File: src/design/jddm_pkg.sv
// ----------------------------------------------------------------------------
// jddm_pkg
// Shared types, constants and command codes for the joystick differential
// drive mixer.
// ----------------------------------------------------------------------------
package jddm_pkg;

    // Joystick band limits.
    localparam logic [13:0] FWD_END       = 14'd460;
    localparam logic [13:0] REV_START     = 14'd550;
    localparam logic [13:0] REV_END       = 14'd1500;
    localparam logic [13:0] REV_SPAN      = 14'd473;
    localparam logic [13:0] CONV_START_LO = 14'd2000;
    localparam logic [13:0] CONV_START_HI = 14'd3000;
    localparam logic [13:0] CONV_STOP_HI  = 14'd4000;

    // Duty scale and register reset.
    localparam logic [7:0]  FULL_DUTY       = 8'd255;
    localparam logic [7:0]  MIN_DRIVE_RESET = 8'd70;

    // H-bridge direction patterns.
    localparam logic [3:0]  PINS_IDLE    = 4'd0;
    localparam logic [3:0]  PINS_FORWARD = 4'd5;
    localparam logic [3:0]  PINS_REVERSE = 4'd10;

    // Conveyor command codes.
    localparam logic [1:0]  CMD_NONE  = 2'd0;
    localparam logic [1:0]  CMD_START = 2'd1;
    localparam logic [1:0]  CMD_STOP  = 2'd2;

    // Width of a scaled band offset and of the resulting magnitude.
    localparam int unsigned DIFF_W = 10;
    localparam int unsigned PROD_W = DIFF_W + 8;
    localparam int unsigned MAG_W  = 9;

    // Reciprocals for the two constant divisors. With the shift chosen as
    // numerator width plus divisor width, the rounded-up reciprocal gives an
    // exact truncated quotient for every numerator below 2**PROD_W.
    localparam int unsigned DIV_SHIFT = 27;
    localparam int unsigned RECIP_W   = 19;
    localparam longint unsigned DIV_ONE = 64'd1 << DIV_SHIFT;
    localparam logic [RECIP_W-1:0] RECIP_FWD =
        RECIP_W'((DIV_ONE + 64'(FWD_END) - 64'd1) / 64'(FWD_END));
    localparam logic [RECIP_W-1:0] RECIP_REV =
        RECIP_W'((DIV_ONE + 64'(REV_SPAN) - 64'd1) / 64'(REV_SPAN));

    // Which active band a reading falls in.
    typedef enum logic [1:0] {
        BAND_NONE,
        BAND_FWD,
        BAND_REV
    } band_t;

    // One joystick word.
    typedef struct packed {
        logic [13:0] x_axis;
        logic [13:0] y_axis;
    } joy_t;

    // One drive word.
    typedef struct packed {
        logic [7:0] speed_a;
        logic [7:0] speed_b;
        logic [3:0] bridge_pins;
        logic [1:0] conveyor_cmd;
    } drive_t;

endpackage

File: src/design/jddm_scale.sv
// ----------------------------------------------------------------------------
// jddm_scale
// Classifies one joystick reading into its band and maps it to a duty
// magnitude with a reciprocal multiply.
// ----------------------------------------------------------------------------
module jddm_scale
    import jddm_pkg::*;
(
    input  logic [13:0]      value,
    output band_t            band,
    output logic [MAG_W-1:0] mag
);

    logic [DIFF_W-1:0]         diff;
    logic [RECIP_W-1:0]        recip;
    logic [PROD_W-1:0]         scaled;
    logic [PROD_W+RECIP_W-1:0] prod;

    // Band decode and offset from the band edge.
    always_comb
    begin
        band  = BAND_NONE;
        diff  = '0;
        recip = RECIP_FWD;
        if (value < FWD_END)
        begin
            band = BAND_FWD;
            diff = DIFF_W'(FWD_END - value);
        end
        else if (value > REV_START && value < REV_END)
        begin
            band  = BAND_REV;
            diff  = DIFF_W'(value - REV_START);
            recip = RECIP_REV;
        end
    end

    // Offset times full duty, then divide by the band span.
    assign scaled = {diff, 8'b0} - PROD_W'(diff);
    assign prod   = (PROD_W + RECIP_W)'(scaled) * (PROD_W + RECIP_W)'(recip);
    assign mag    = (band == BAND_NONE) ? '0 : prod[DIV_SHIFT +: MAG_W];

endmodule

File: src/design/joystick_differential_drive_mixer.sv
// ----------------------------------------------------------------------------
// joystick_differential_drive_mixer
// Arcade-drive mixer: joystick x/y words in, motor duties, H-bridge pins and
// conveyor commands out.
// ----------------------------------------------------------------------------
// The block takes one joystick word per cycle while the output side is not
// stalled and returns one drive word for each. The word passes through an
// input register, a register after the two reciprocal multipliers that scale
// the axes, and the output register; the input register is loaded at the
// accepting edge. Each stage advances when the stage after it can take the
// word, so a stall at the output holds the stages back. The bridge pins report
// the last direction pattern after the word, and min_drive is written through
// its own always-ready channel; the user must write it only while the block
// is idle, and the block itself does not enforce this.
module joystick_differential_drive_mixer
    import jddm_pkg::*;
(
    input  logic       clk,
    input  logic       rst_n,
    input  logic       joy_valid,
    output logic       joy_ready,
    input  joy_t       joy,
    output logic       drive_valid,
    input  logic       drive_ready,
    output drive_t     drive,
    input  logic       cfg_valid,
    output logic       cfg_ready,
    input  logic [7:0] cfg_min_drive
);

    // Pipeline control.
    logic s1_valid_reg, s1_valid_next;
    logic s2_valid_reg, s2_valid_next;
    logic out_valid_reg, out_valid_next;
    logic out_en, s2_en, s1_en;

    // Payload.
    joy_t                s1_data_reg;
    logic [MAG_W-1:0]    base_reg;
    logic signed [MAG_W:0] steer_reg;
    band_t               yband_reg;
    logic [1:0]          cmd_reg;
    drive_t              out_reg, out_next;

    // Control state.
    logic [3:0] bridge_reg, bridge_next;
    logic [7:0] min_drive_reg, min_drive_next;

    // Stage-two combinational results.
    band_t                 yband, xband;
    logic [MAG_W-1:0]      ymag, xmag;
    logic [1:0]            cmd;
    logic signed [MAG_W:0] steer;

    // Stage-three sums.
    logic signed [MAG_W+2:0] sum_a, sum_b;

    // Clamp to the duty range and apply the minimum drive.
    function automatic logic [7:0] finish(input logic signed [MAG_W+2:0] v,
                                          input logic [7:0] floor_val);
        logic [7:0] c;
        begin
            if (v < 0)
                c = '0;
            else if (v > $signed((MAG_W+3)'(FULL_DUTY)))
                c = FULL_DUTY;
            else
                c = v[7:0];
            finish = (c < floor_val) ? '0 : c;
        end
    endfunction

    // Handshakes: each stage moves when the one after it can take the word.
    assign out_en      = !out_valid_reg || drive_ready;
    assign s2_en       = !s2_valid_reg || out_en;
    assign s1_en       = !s1_valid_reg || s2_en;
    assign joy_ready   = s1_en;
    assign drive_valid = out_valid_reg;
    assign drive       = out_reg;
    assign cfg_ready   = 1'b1;

    // Axis scaling.
    jddm_scale u_scale_y
    (
        .value (s1_data_reg.y_axis),
        .band  (yband),
        .mag   (ymag)
    );

    jddm_scale u_scale_x
    (
        .value (s1_data_reg.x_axis),
        .band  (xband),
        .mag   (xmag)
    );

    // Conveyor decode and signed steering term for motor A.
    always_comb
    begin
        cmd = CMD_NONE;
        if (s1_data_reg.x_axis > CONV_START_LO && s1_data_reg.x_axis < CONV_START_HI)
            cmd = CMD_START;
        else if (s1_data_reg.x_axis > CONV_START_HI && s1_data_reg.x_axis < CONV_STOP_HI)
            cmd = CMD_STOP;

        steer = '0;
        if (cmd == CMD_NONE)
        begin
            unique case (xband)
                BAND_FWD: steer = $signed({1'b0, xmag});
                BAND_REV: steer = -$signed({1'b0, xmag});
                default:  steer = '0;
            endcase
        end
    end

    // Mix, saturate and track the bridge pattern.
    always_comb
    begin
        sum_a = $signed((MAG_W+3)'(base_reg)) + (MAG_W+3)'(steer_reg);
        sum_b = $signed((MAG_W+3)'(base_reg)) - (MAG_W+3)'(steer_reg);

        unique case (yband_reg)
            BAND_FWD: bridge_next = PINS_FORWARD;
            BAND_REV: bridge_next = PINS_REVERSE;
            default:  bridge_next = bridge_reg;
        endcase

        out_next.speed_a      = finish(sum_a, min_drive_reg);
        out_next.speed_b      = finish(sum_b, min_drive_reg);
        out_next.bridge_pins  = bridge_next;
        out_next.conveyor_cmd = cmd_reg;
    end

    // Next-state values of the control registers.
    always_comb
    begin
        s1_valid_next  = s1_en ? joy_valid : s1_valid_reg;
        s2_valid_next  = s2_en ? s1_valid_reg : s2_valid_reg;
        out_valid_next = out_en ? s2_valid_reg : out_valid_reg;
        min_drive_next = cfg_valid ? cfg_min_drive : min_drive_reg;
    end

    // Control registers.
    always_ff @(posedge clk or negedge rst_n)
    begin
        if (!rst_n)
        begin
            s1_valid_reg  <= 1'b0;
            s2_valid_reg  <= 1'b0;
            out_valid_reg <= 1'b0;
            bridge_reg    <= PINS_IDLE;
            min_drive_reg <= MIN_DRIVE_RESET;
        end
        else
        begin
            s1_valid_reg  <= s1_valid_next;
            s2_valid_reg  <= s2_valid_next;
            out_valid_reg <= out_valid_next;
            min_drive_reg <= min_drive_next;
            if (out_en && s2_valid_reg)
                bridge_reg <= bridge_next;
        end
    end

    // Payload registers.
    always_ff @(posedge clk)
    begin
        if (s1_en)
            s1_data_reg <= joy;
        if (s2_en)
        begin
            base_reg  <= ymag;
            steer_reg <= steer;
            yband_reg <= yband;
            cmd_reg   <= cmd;
        end
        if (out_en)
            out_reg <= out_next;
    end

endmodule

File: config.mk
export PLATFORM = sky130hd
export DESIGN_NAME = joystick_differential_drive_mixer
export DESIGN_NICKNAME = d
export VERILOG_FILES = /design/src/design/jddm_pkg.sv /design/src/design/jddm_scale.sv /design/src/design/joystick_differential_drive_mixer.sv
export SDC_FILE = /design/constraint.sdc
export NUM_CORES = 1
export LEC_CHECK = 0
export ABC_AREA = 1
export ABC_CLOCK_PERIOD_IN_PS = 14000
export BUFFER_PORTS_ARGS = -buffer_cell sky130_fd_sc_hd__buf_4
export CELL_PAD_IN_SITES_DETAIL_PLACEMENT = 0
export CELL_PAD_IN_SITES_GLOBAL_PLACEMENT = 1
export CORE_ASPECT_RATIO = 0.5
export CORE_MARGIN = 10
export CORE_UTILIZATION = 55
export CTS_BUF_LIST = sky130_fd_sc_hd__clkbuf_4 sky130_fd_sc_hd__clkbuf_8 sky130_fd_sc_hd__clkbuf_16
export CTS_CLUSTER_SIZE = 12
export DETAILED_ROUTE_END_ITERATION = 10
export PLACE_DENSITY_LB_ADDON = 0.1
export SYNTH_ARGS = -nofsm -noshare
export SYNTH_HDL_FRONTEND = slang
export SYNTH_SLANG_ARGS = --single-unit
File: constraint.sdc
create_clock -name clk -period 14 [get_ports clk]
set_input_delay 0.7 -clock clk [delete_from_list [all_inputs] [get_ports clk]]
set_output_delay 0.7 -clock clk [all_outputs]
set_load 0.05 [all_outputs]
==> impl_metrics.json, run 1 <==
{
  "run_status": "completed",
  "max_clock_freq_ghz": 0.0996,
  "reg2reg_slack_ns": 3.96,
  "globalRoute.totalOverflow": 0,
  "cp_num_buf_inv": 7,
  "via_count_of_the_routed_design": 16528,
  "cts_htree_levels": 3,
  "timing.final.crit_share": 0.717,
  "initial_utilization": 0.561,
  "crit-reg2reg-launch": "s1_data_reg[20]",
  "timing.critical_path.max_delay_family": "adder cells",
  "relSlewSlack": 0.267,
  "post_drt_via_cell_ratio": 5.15,
  "ys_seq_area_frac": 0.117,
  "grt_max_degree": 35,
  "synth_top_flop_cell": "edfxtp_1",
  "first_global_vias": 17675,
  "final-hold-violation-count": 0,
  "cts_root_buf": "clkbuf_16",
  "worst-slew-pin-transition_ns": 1.09,
  "clk_pin_slew_worst_paths_ns": 0.07,
  "holdBufCountCts": 0,
  "cts_sinks": 88,
  "ctsLongestPathBuffers": 2,
  "fraction_of_post_synthesis_cell_area_in_the_top_cell_type_by_area": 0.329,
  "die_width_um": 303,
  "routed_wire_length_per_instance_um": 17.2,
  "rows": 51,
  "final_common_cell": "inv_1",
  "synth.largest_area_cell": "fa_1",
  "finish.cell_count_without_fillers": 3209,
  "hold_class": "input port to asynchronous set/reset pin",
  "finalSetupViolCount": 0,
  "maxSlewViolCount": 0,
  "synthesis.nets": 3347,
  "flip_flop_count_of_the_largest_register_after_layout": 28,
  "iteration_0_drc_count_of_the_detailed_router": 857,
  "drt_first_pass_iters": 6,
  "tritoncts": "done",
  "dp.final_hpwl_um": 49000,
  "top_level_ports": 66,
  "cts_setup_buffers": 0,
  "synth-seq-cells": 88,
  "number_of_antenna_violations_at_the_first_check_in_global_routing": 0,
  "slowest_stage_cell_cp": "xor2_1",
  "floorplan.die.height_um": 162,
  "synth_area_leaders": "fa_1, ha_1, inv_1",
  "final_critical_path_required_period_ns": 10.04,
  "mappedNetlistArea_mm2": 0.0220,
  "post-place-cells": 3193,
  "worstSetupStartpointType": "flip-flop",
  "cts_repair_resize_count": 0,
  "number_of_port_buffers": 64,
  "gpl.final_weighted_congestion": 0.940,
  "asyncSetResetFlopFracSynth": 0.170,
  "die_area_mm2": 0.0490,
  "timing.critical_path.fanout_max": 16,
  "rsz0062_at_grt": "no",
  "layout-area-overhead-vs-synth_pct": 6.37,
  "timing.clock.skew_ns": 0.00776,
  "path_class": "flip-flop to flip-flop",
  "placeableCoreArea_mm2": 0.0392,
  "endpoint_kind": "flip-flop",
  "number_of_clock_buffers_inserted_by_tritoncts": 9,
  "clock_latency_ns": 0.36,
  "worst_r2r_path_depth": 38,
  "worst-endpoint-arrival_ns": 10.16,
  "detail-route-antenna-nets": 0,
  "critPathMaxStageDelay_ns": 0.70,
  "grt_first_pass_wirelength_um": 92500,
  "synth_area_per_cell_um2": 8.44,
  "num_antenna_cells": 0,
  "cap_violations": 0,
  "post_synth_edffs": 73,
  "overall_routing_resource_usage": 0.237,
  "layout.nets": 3410,
  "regToRegEndpoint": "steer_reg[8]",
  "post_synth_num_cell_types": 56,
  "synthesis.instances": 2611,
  "drive_gt1_frac": 0.0523,
  "totalNegativeSetupSlack_ns": 0,
  "postRouteWirelength_um": 55100,
  "drcViolationCount": 0,
  "cp_data_required_time_ns": 14.12,
  "layout_common_cells": "inv_1, fa_1, nand2_1",
  "ys.warnings.count": 0
}
metal layers:
metal | share of wire | up-vias | global-route usage
met3 | 0.034 | 66 | 0.0199
met5 | 0 | - | 0
met1 | 0.45 | 8025 | 0.312
met4 | 0.026 | 0 | 0.0624
met2 | 0.49 | 317 | 0.416
li1 | - | 8120 | -
worst max path at each step:
stage                    start           end  slack (ns)  depth (start not counted)
4_1_cts        s1_data_reg[20]  steer_reg[8]        4.04                         41
2_1_floorplan  s1_data_reg[16]  steer_reg[8]        5.69                         44
5_1_grt        s1_data_reg[20]  steer_reg[8]        3.18                         41
3_3_place_gp   s1_data_reg[20]  steer_reg[8]        4.23                         40
6_report       s1_data_reg[20]  steer_reg[8]        3.96                         38
3_5_place_dp   s1_data_reg[20]  steer_reg[8]        4.06                         41
per-stage QoR:
| step | hold WS [ns] | setup WS (ns) | cell area (um2) | utilization |
|---|---|---|---|---|
| 6_report | 0.197 | 3.96 | 23400 | 0.597 |
| 2_1_floorplan | 0.400 | 5.69 | 22000 | - |
| 3_3_place_gp | 0.405 | 4.23 | 23100 | 0.590 |
| 4_1_cts | 0.191 | 4.04 | 23400 | 0.597 |
| 5_1_grt | 0.201 | 3.18 | 23400 | 0.597 |
| 3_5_place_dp | 0.409 | 4.06 | 23100 | 0.590 |
cells by family (layout without fill, tap and decap cells):
kind of cell | Yosys count | count (layout) | synth area share
buffers and inverters | 780 | 848 | 0.134
and+or+nand+nor | 739 | 739 | 0.143
adders and majority gates | 695 | 695 | 0.518
AOI/OAI and AO/OA | 251 | 251 | 0.0637
DFF | 88 | 88 | 0.117
xor gates and xnor gates | 56 | 56 | 0.0240
other | 1 | 1 | 0.000170
muxes | 1 | 1 | 0.000511
final cells by class:
cell class              count  area (um2)
flip-flops and latches     88        2570
inverters                 760        2850
clock inverters             7        70.1
repair buffers             72         541
well taps                 530         663
clock buffers               9         225
fillers                  3603       15800
multi-input cells        1743       16500
cell usage after synthesis (all sizes together) (12+ instances only):
library cell,instances
nand4,25
clkbuf,14
inv,760
nand3,88
dfrtp,12
nor3,21
nor2,206
fa,362
edfxtp,73
a21oi,122
xor2,50
o21ai,77
ha,333
nand2,371
Power of run 1 is left out: the tool's default activity adds up to more than one toggle a clock period on the data nets, which glitch-free logic cannot reach.
==> inputs of run 2 (changes only) <==
- ABC_CLOCK_PERIOD_IN_PS: 14000 -> 9400
- CORE_UTILIZATION: 55 -> 51
- clock period: 14 -> 9.4 ns (I/O delays scaled with it)
==> run 2 against run 1 <==
Compared with the run above:
- hold slack improved by 0.087 ns
- count of clock-buffer cells in the layout did not move
- sequential share of layout area fell by 0.15 points
- non-clock buffer count rose by 27
- critical endpoint is now steer_reg[6]
- largest cell class unchanged
==> impl_metrics.json, run 2 (synthesis results as in run 1) <==
{
  "run_status": "completed",
  "die_area_mm2": 0.0524,
  "timing.critical_path.fanout_max": 16,
  "drt_first_pass_iters": 6,
  "totalNegativeSetupSlack_ns": 0,
  "clk_pin_slew_worst_paths_ns": 0.07,
  "drcViolationCount": 0,
  "num_antenna_cells": 0,
  "relSlewSlack": 0.348,
  "final_critical_path_required_period_ns": 8.78,
  "rows": 53,
  "worstSetupStartpointType": "flip-flop",
  "endpoint_kind": "flip-flop",
  "overall_routing_resource_usage": 0.219,
  "via_count_of_the_routed_design": 16606,
  "cts_sinks": 88,
  "tritoncts": "done",
  "number_of_port_buffers": 64,
  "drive_gt1_frac": 0.0676,
  "flip_flop_count_of_the_largest_register_after_layout": 28,
  "iteration_0_drc_count_of_the_detailed_router": 903,
  "grt_max_degree": 31,
  "path_class": "flip-flop to flip-flop",
  "timing.final.crit_share": 0.934,
  "rsz0062_at_grt": "no",
  "cp_data_required_time_ns": 9.58,
  "crit_start": "s1_data_reg[16]",
  "gpl.final_weighted_congestion": 0.925,
  "final_common_cell": "inv_1",
  "initial_utilization": 0.521,
  "cap_violations": 0,
  "first_global_vias": 17807,
  "min_from": "joy[18]",
  "postRouteWirelength_um": 55400,
  "critPathMaxStageDelay_ns": 0.56,
  "floorplan.die.height_um": 167,
  "globalRoute.totalOverflow": 0,
  "placeableCoreArea_mm2": 0.0423,
  "post_drt_via_cell_ratio": 5.06,
  "layout.nets": 3437,
  "grt_first_pass_wirelength_um": 92100,
  "final_critical_path_setup_slack_ns": 0.621,
  "slowest_stage_cell_cp": "fa_1",
  "layout_common_cells": "inv_1, fa_1, nand2_1",
  "placement.setup.worst_slack_ns": 0.425,
  "detail-route-antenna-nets": 0,
  "hold_class": "input port to flip-flop",
  "cts_htree_levels": 3,
  "final-hold-violation-count": 0,
  "worst-endpoint-arrival_ns": 8.96,
  "routed_wire_length_per_instance_um": 16.9,
  "crit-reg2reg-launch": "s1_data_reg[16]",
  "ctsLongestPathBuffers": 2,
  "number_of_clock_buffers_inserted_by_tritoncts": 9,
  "finalSetupViolCount": 0,
  "number_of_antenna_violations_at_the_first_check_in_global_routing": 0,
  "top_level_ports": 66,
  "cell_repeated_most_along_the_worst_path": "nand2_1",
  "maxSlewViolCount": 0,
  "cts_root_buf": "clkbuf_16",
  "max_clock_freq_ghz": 0.114,
  "timing.clock.skew_ns": 0.0118,
  "worst-slew-pin-transition_ns": 0.977,
  "layout-area-overhead-vs-synth_pct": 7.86,
  "clock_latency_ns": 0.36,
  "dp.final_hpwl_um": 49900,
  "die_width_um": 314
}
## run 2: cell count changes in the layout (fill, tap and decap cells not counted), sizes merged
cell / before / now
buf: 72 / 98
inv: 764 / 767
clkinv: 2 / 0
clkinvlp: 1 / 0
dlygate4sd3: 0 / 1
## run 2: final timing paths
| path | slack (ns) | cells after the start | end |
|---|---|---|---|
| max | 0.62 | 44 | steer_reg[6] |
| min | 0.28 | 1 | s1_data_reg[18] |
| max reg2reg | 0.62 | 44 | steer_reg[6] |
| min reg2reg | 0.42 | 0 | drive[1] |
| max in group asynchronous | 8.64 | 2 | min_drive_reg[2] |
| min in group asynchronous | 0.50 | 2 | bridge_reg[0] |
## run 2: layer usage
metal	track usage	up-vias	share of wire
li1	-	8156	-
met1	0.281	8060	0.44
met2	0.393	313	0.50
met3	0.0156	77	0.032
met4	0.0604	0	0.027
met5	0	-	0
## run 2: timing repair
item                                   CTS  global route
setup buffers                            0             1
endpoints found under the hold margin   12             0
hold buffers                             1             0
setup endpoints to repair                0            11
gates resized for setup                  0            20
## run 2: cell type report
class | instances | area (um2)
Fill cell | 4034 | 18500
Multi-Input combinational cell | 1743 | 16600
Inverter | 760 | 2850
Sequential cell | 88 | 2570
Timing Repair Buffer | 99 | 746
Tap cell | 577 | 722
Clock buffer | 9 | 225
Clock inverter | 7 | 58.8
## run 2: per-stage QoR
stage	instance area, um2	cells	hold WS (ns)	util
final	23800	3283	0.284	0.562
after floorplan	22000	2611	0.174	-
after global routing	23800	3283	0.277	0.562
after CTS	23700	3282	0.274	0.560
after global placement	23400	3265	0.351	0.553
after detailed placement	23400	3265	0.348	0.553
## run 2: critical path, delay by kind of cell (launching register included)
kind	cells	cell delay, ns
DFF	1	0.42
and+or+nand+nor	23	2.76
adders and majority gates	9	4.07
xor gates and xnor gates	1	0.06
AOI/OAI and AO/OA	2	0.25
buffers and inverters	9	1.03
Power of run 2 is left out for the same reason.
==> inputs of run 3 (changes only) <==
- ABC_CLOCK_PERIOD_IN_PS: 9400 -> 9900
- clock period: 9.4 -> 9.9 ns (I/O delays scaled with it)
==> run 3 against run 2 <==
Compared with the run above:
- the run now ends with hold timing left
- die area unchanged
- clock skew decreased by 0.0032 ns
- hold slack got worse by 0.29 ns
- first-iteration DRC count is 5.4% lower
- wire length down 0.34%
- worst setup slack gained 0.13 ns
- via count fell by 1.0%
- fmax shrank 4.0%
- utilization shrank 0.30 points
- global-route usage grew 0.053 points
- sequential share of layout area rose by 0.058 points
- final area decreased by 0.53%
- critical endpoint is now steer_reg[7]
==> impl_metrics.json, run 3 (synthesis results as in run 1) <==
{
  "grt.busiest_layer": "met2",
  "cp_data_required_time_ns": 9.97,
  "rsz0062_at_grt": "no",
  "globalRoute.totalOverflow": 0,
  "totalNegativeSetupSlack_ns": 0,
  "postRouteWirelength_um": 55300,
  "timing.clock.skew_ns": 0.00853,
  "layout-area-overhead-vs-synth_pct": 7.29,
  "clk_pin_slew_worst_paths_ns": 0.07,
  "path_class": "flip-flop to flip-flop",
  "overall_routing_resource_usage": 0.220,
  "timing.critical_path.max_delay_family": "adder cells",
  "cts_htree_levels": 3,
  "floorplan.die.height_um": 167,
  "slowest_stage_cell_cp": "fa_1",
  "holdBufCountCts": 0,
  "number_of_clock_buffers_inserted_by_tritoncts": 9,
  "critPathMaxStageDelay_ns": 0.56,
  "layout.nets": 3422,
  "grt_max_degree": 35,
  "iteration_0_drc_count_of_the_detailed_router": 854,
  "drcViolationCount": 0,
  "global_route.usage.met1": 0.295,
  "cts_setup_buffers": 0,
  "hold_class": "input port to asynchronous set/reset pin",
  "final_critical_path_required_period_ns": 9.15,
  "worst-endpoint-arrival_ns": 9.22,
  "grt_first_pass_wirelength_um": 92800,
  "rows": 53,
  "via_count_of_the_routed_design": 16434,
  "post_drt_via_cell_ratio": 5.03,
  "routed_wire_length_per_instance_um": 16.9,
  "drive_gt1_frac": 0.0583,
  "max_clock_freq_ghz": 0.109,
  "clock_latency_ns": 0.35,
  "timing.critical_path.fanout_max": 16,
  "met2_usage": 0.379,
  "timing.final.crit_share": 0.924,
  "cts_repair_resize_count": 0,
  "tritoncts": "done",
  "ctsLongestPathBuffers": 2,
  "endpoint_kind": "flip-flop",
  "maxSlewViolCount": 0,
  "placeableCoreArea_mm2": 0.0423,
  "detail-route-antenna-nets": 0,
  "number_of_antenna_violations_at_the_first_check_in_global_routing": 0,
  "worstSetupStartpointType": "flip-flop",
  "post-route-util": 0.559,
  "cp_num_buf_inv": 7,
  "dp.final_hpwl_um": 49600,
  "top_level_ports": 66,
  "num_antenna_cells": 0,
  "cts_root_buf": "clkbuf_16",
  "drt_first_pass_iters": 5,
  "final_common_cell": "inv_1",
  "initial_utilization": 0.521,
  "flip_flop_count_of_the_largest_register_after_layout": 28,
  "run_status": "finished, violations left",
  "finalSetupViolCount": 0,
  "fill_cells": 4037,
  "number_of_port_buffers": 64,
  "first_global_vias": 17598,
  "die_width_um": 314,
  "violations_in_the_final_reports": "hold timing",
  "final-hold-violation-count": 5,
  "die_area_mm2": 0.0524,
  "worst-slew-pin-transition_ns": 1.01,
  "fin_hold_ws_ns": -0.00276,
  "cts_sinks": 88,
  "layout_common_cells": "inv_1, fa_1, nand2_1",
  "globalRouteMet3Util": 0.0177,
  "gpl.final_weighted_congestion": 0.921,
  "relSlewSlack": 0.325,
  "cap_violations": 0
}
## run 3: cell count changes in the layout (fill, tap and decap cells not counted), moves of 3 or more
| cell | before | now |
|---|---|---|
| inv_4 | 3 | 0 |
| buf_4 | 98 | 84 |
| nor2_2 | 16 | 11 |
| nor2_1 | 188 | 194 |
## run 3: final cells by class
cell class / instances / area, um2 / area share
Clock buffer: 11 / 258 / 0.0109
Clock inverter: 5 / 62.6 / 0.00265
Inverter: 760 / 2850 / 0.121
Multi-Input combinational cell: 1743 / 16500 / 0.700
Sequential cell: 88 / 2570 / 0.109
Tap cell: 577 / 722 / 0.0305
Timing Repair Buffer: 84 / 631 / 0.0267
## run 3: worst register-to-register path, delay by kind of cell (launching register included)
| family | cells | cell delay, ns |
|---|---|---|
| buffers and inverters | 7 | 0.80 |
| DFF | 1 | 0.55 |
| xor gates and xnor gates | 1 | 0.28 |
| AOI/OAI and AO/OA | 4 | 0.68 |
| adders and majority gates | 8 | 3.82 |
| and+or+nand+nor | 18 | 2.76 |
## run 3: final timing paths
check                           startpoint               end  slack [ns]  depth (start not counted)
max in group asynchronous            rst_n  min_drive_reg[2]        9.64                          1
max reg2reg                s1_data_reg[20]      steer_reg[7]        0.75                         38
min                                  rst_n     bridge_reg[3]      -0.003                          1
min in group clk                   joy[16]   s1_data_reg[16]        0.32                          1
min reg2reg                     cmd_reg[0]          drive[0]        0.42                          0
max                        s1_data_reg[20]      steer_reg[7]        0.75                         38
## run 3: per-layer routing
layer  share of wire  wire (um)
met2            0.49      26900
met4           0.023       1290
met3           0.035       1940
met5               0          0
met1            0.46      25100
## run 3: metrics by stage
stage | setup slack [ns] | instances | cell area [um2]
2_1_floorplan | 1.59 | 2611 | 22000
3_3_place_gp | 0.708 | 3252 | 23300
3_5_place_dp | 0.607 | 3252 | 23300
4_1_cts | 0.561 | 3268 | 23600
5_1_grt | 0.0360 | 3268 | 23600
6_report | 0.750 | 3268 | 23600
Power of run 3 is left out for the same reason.
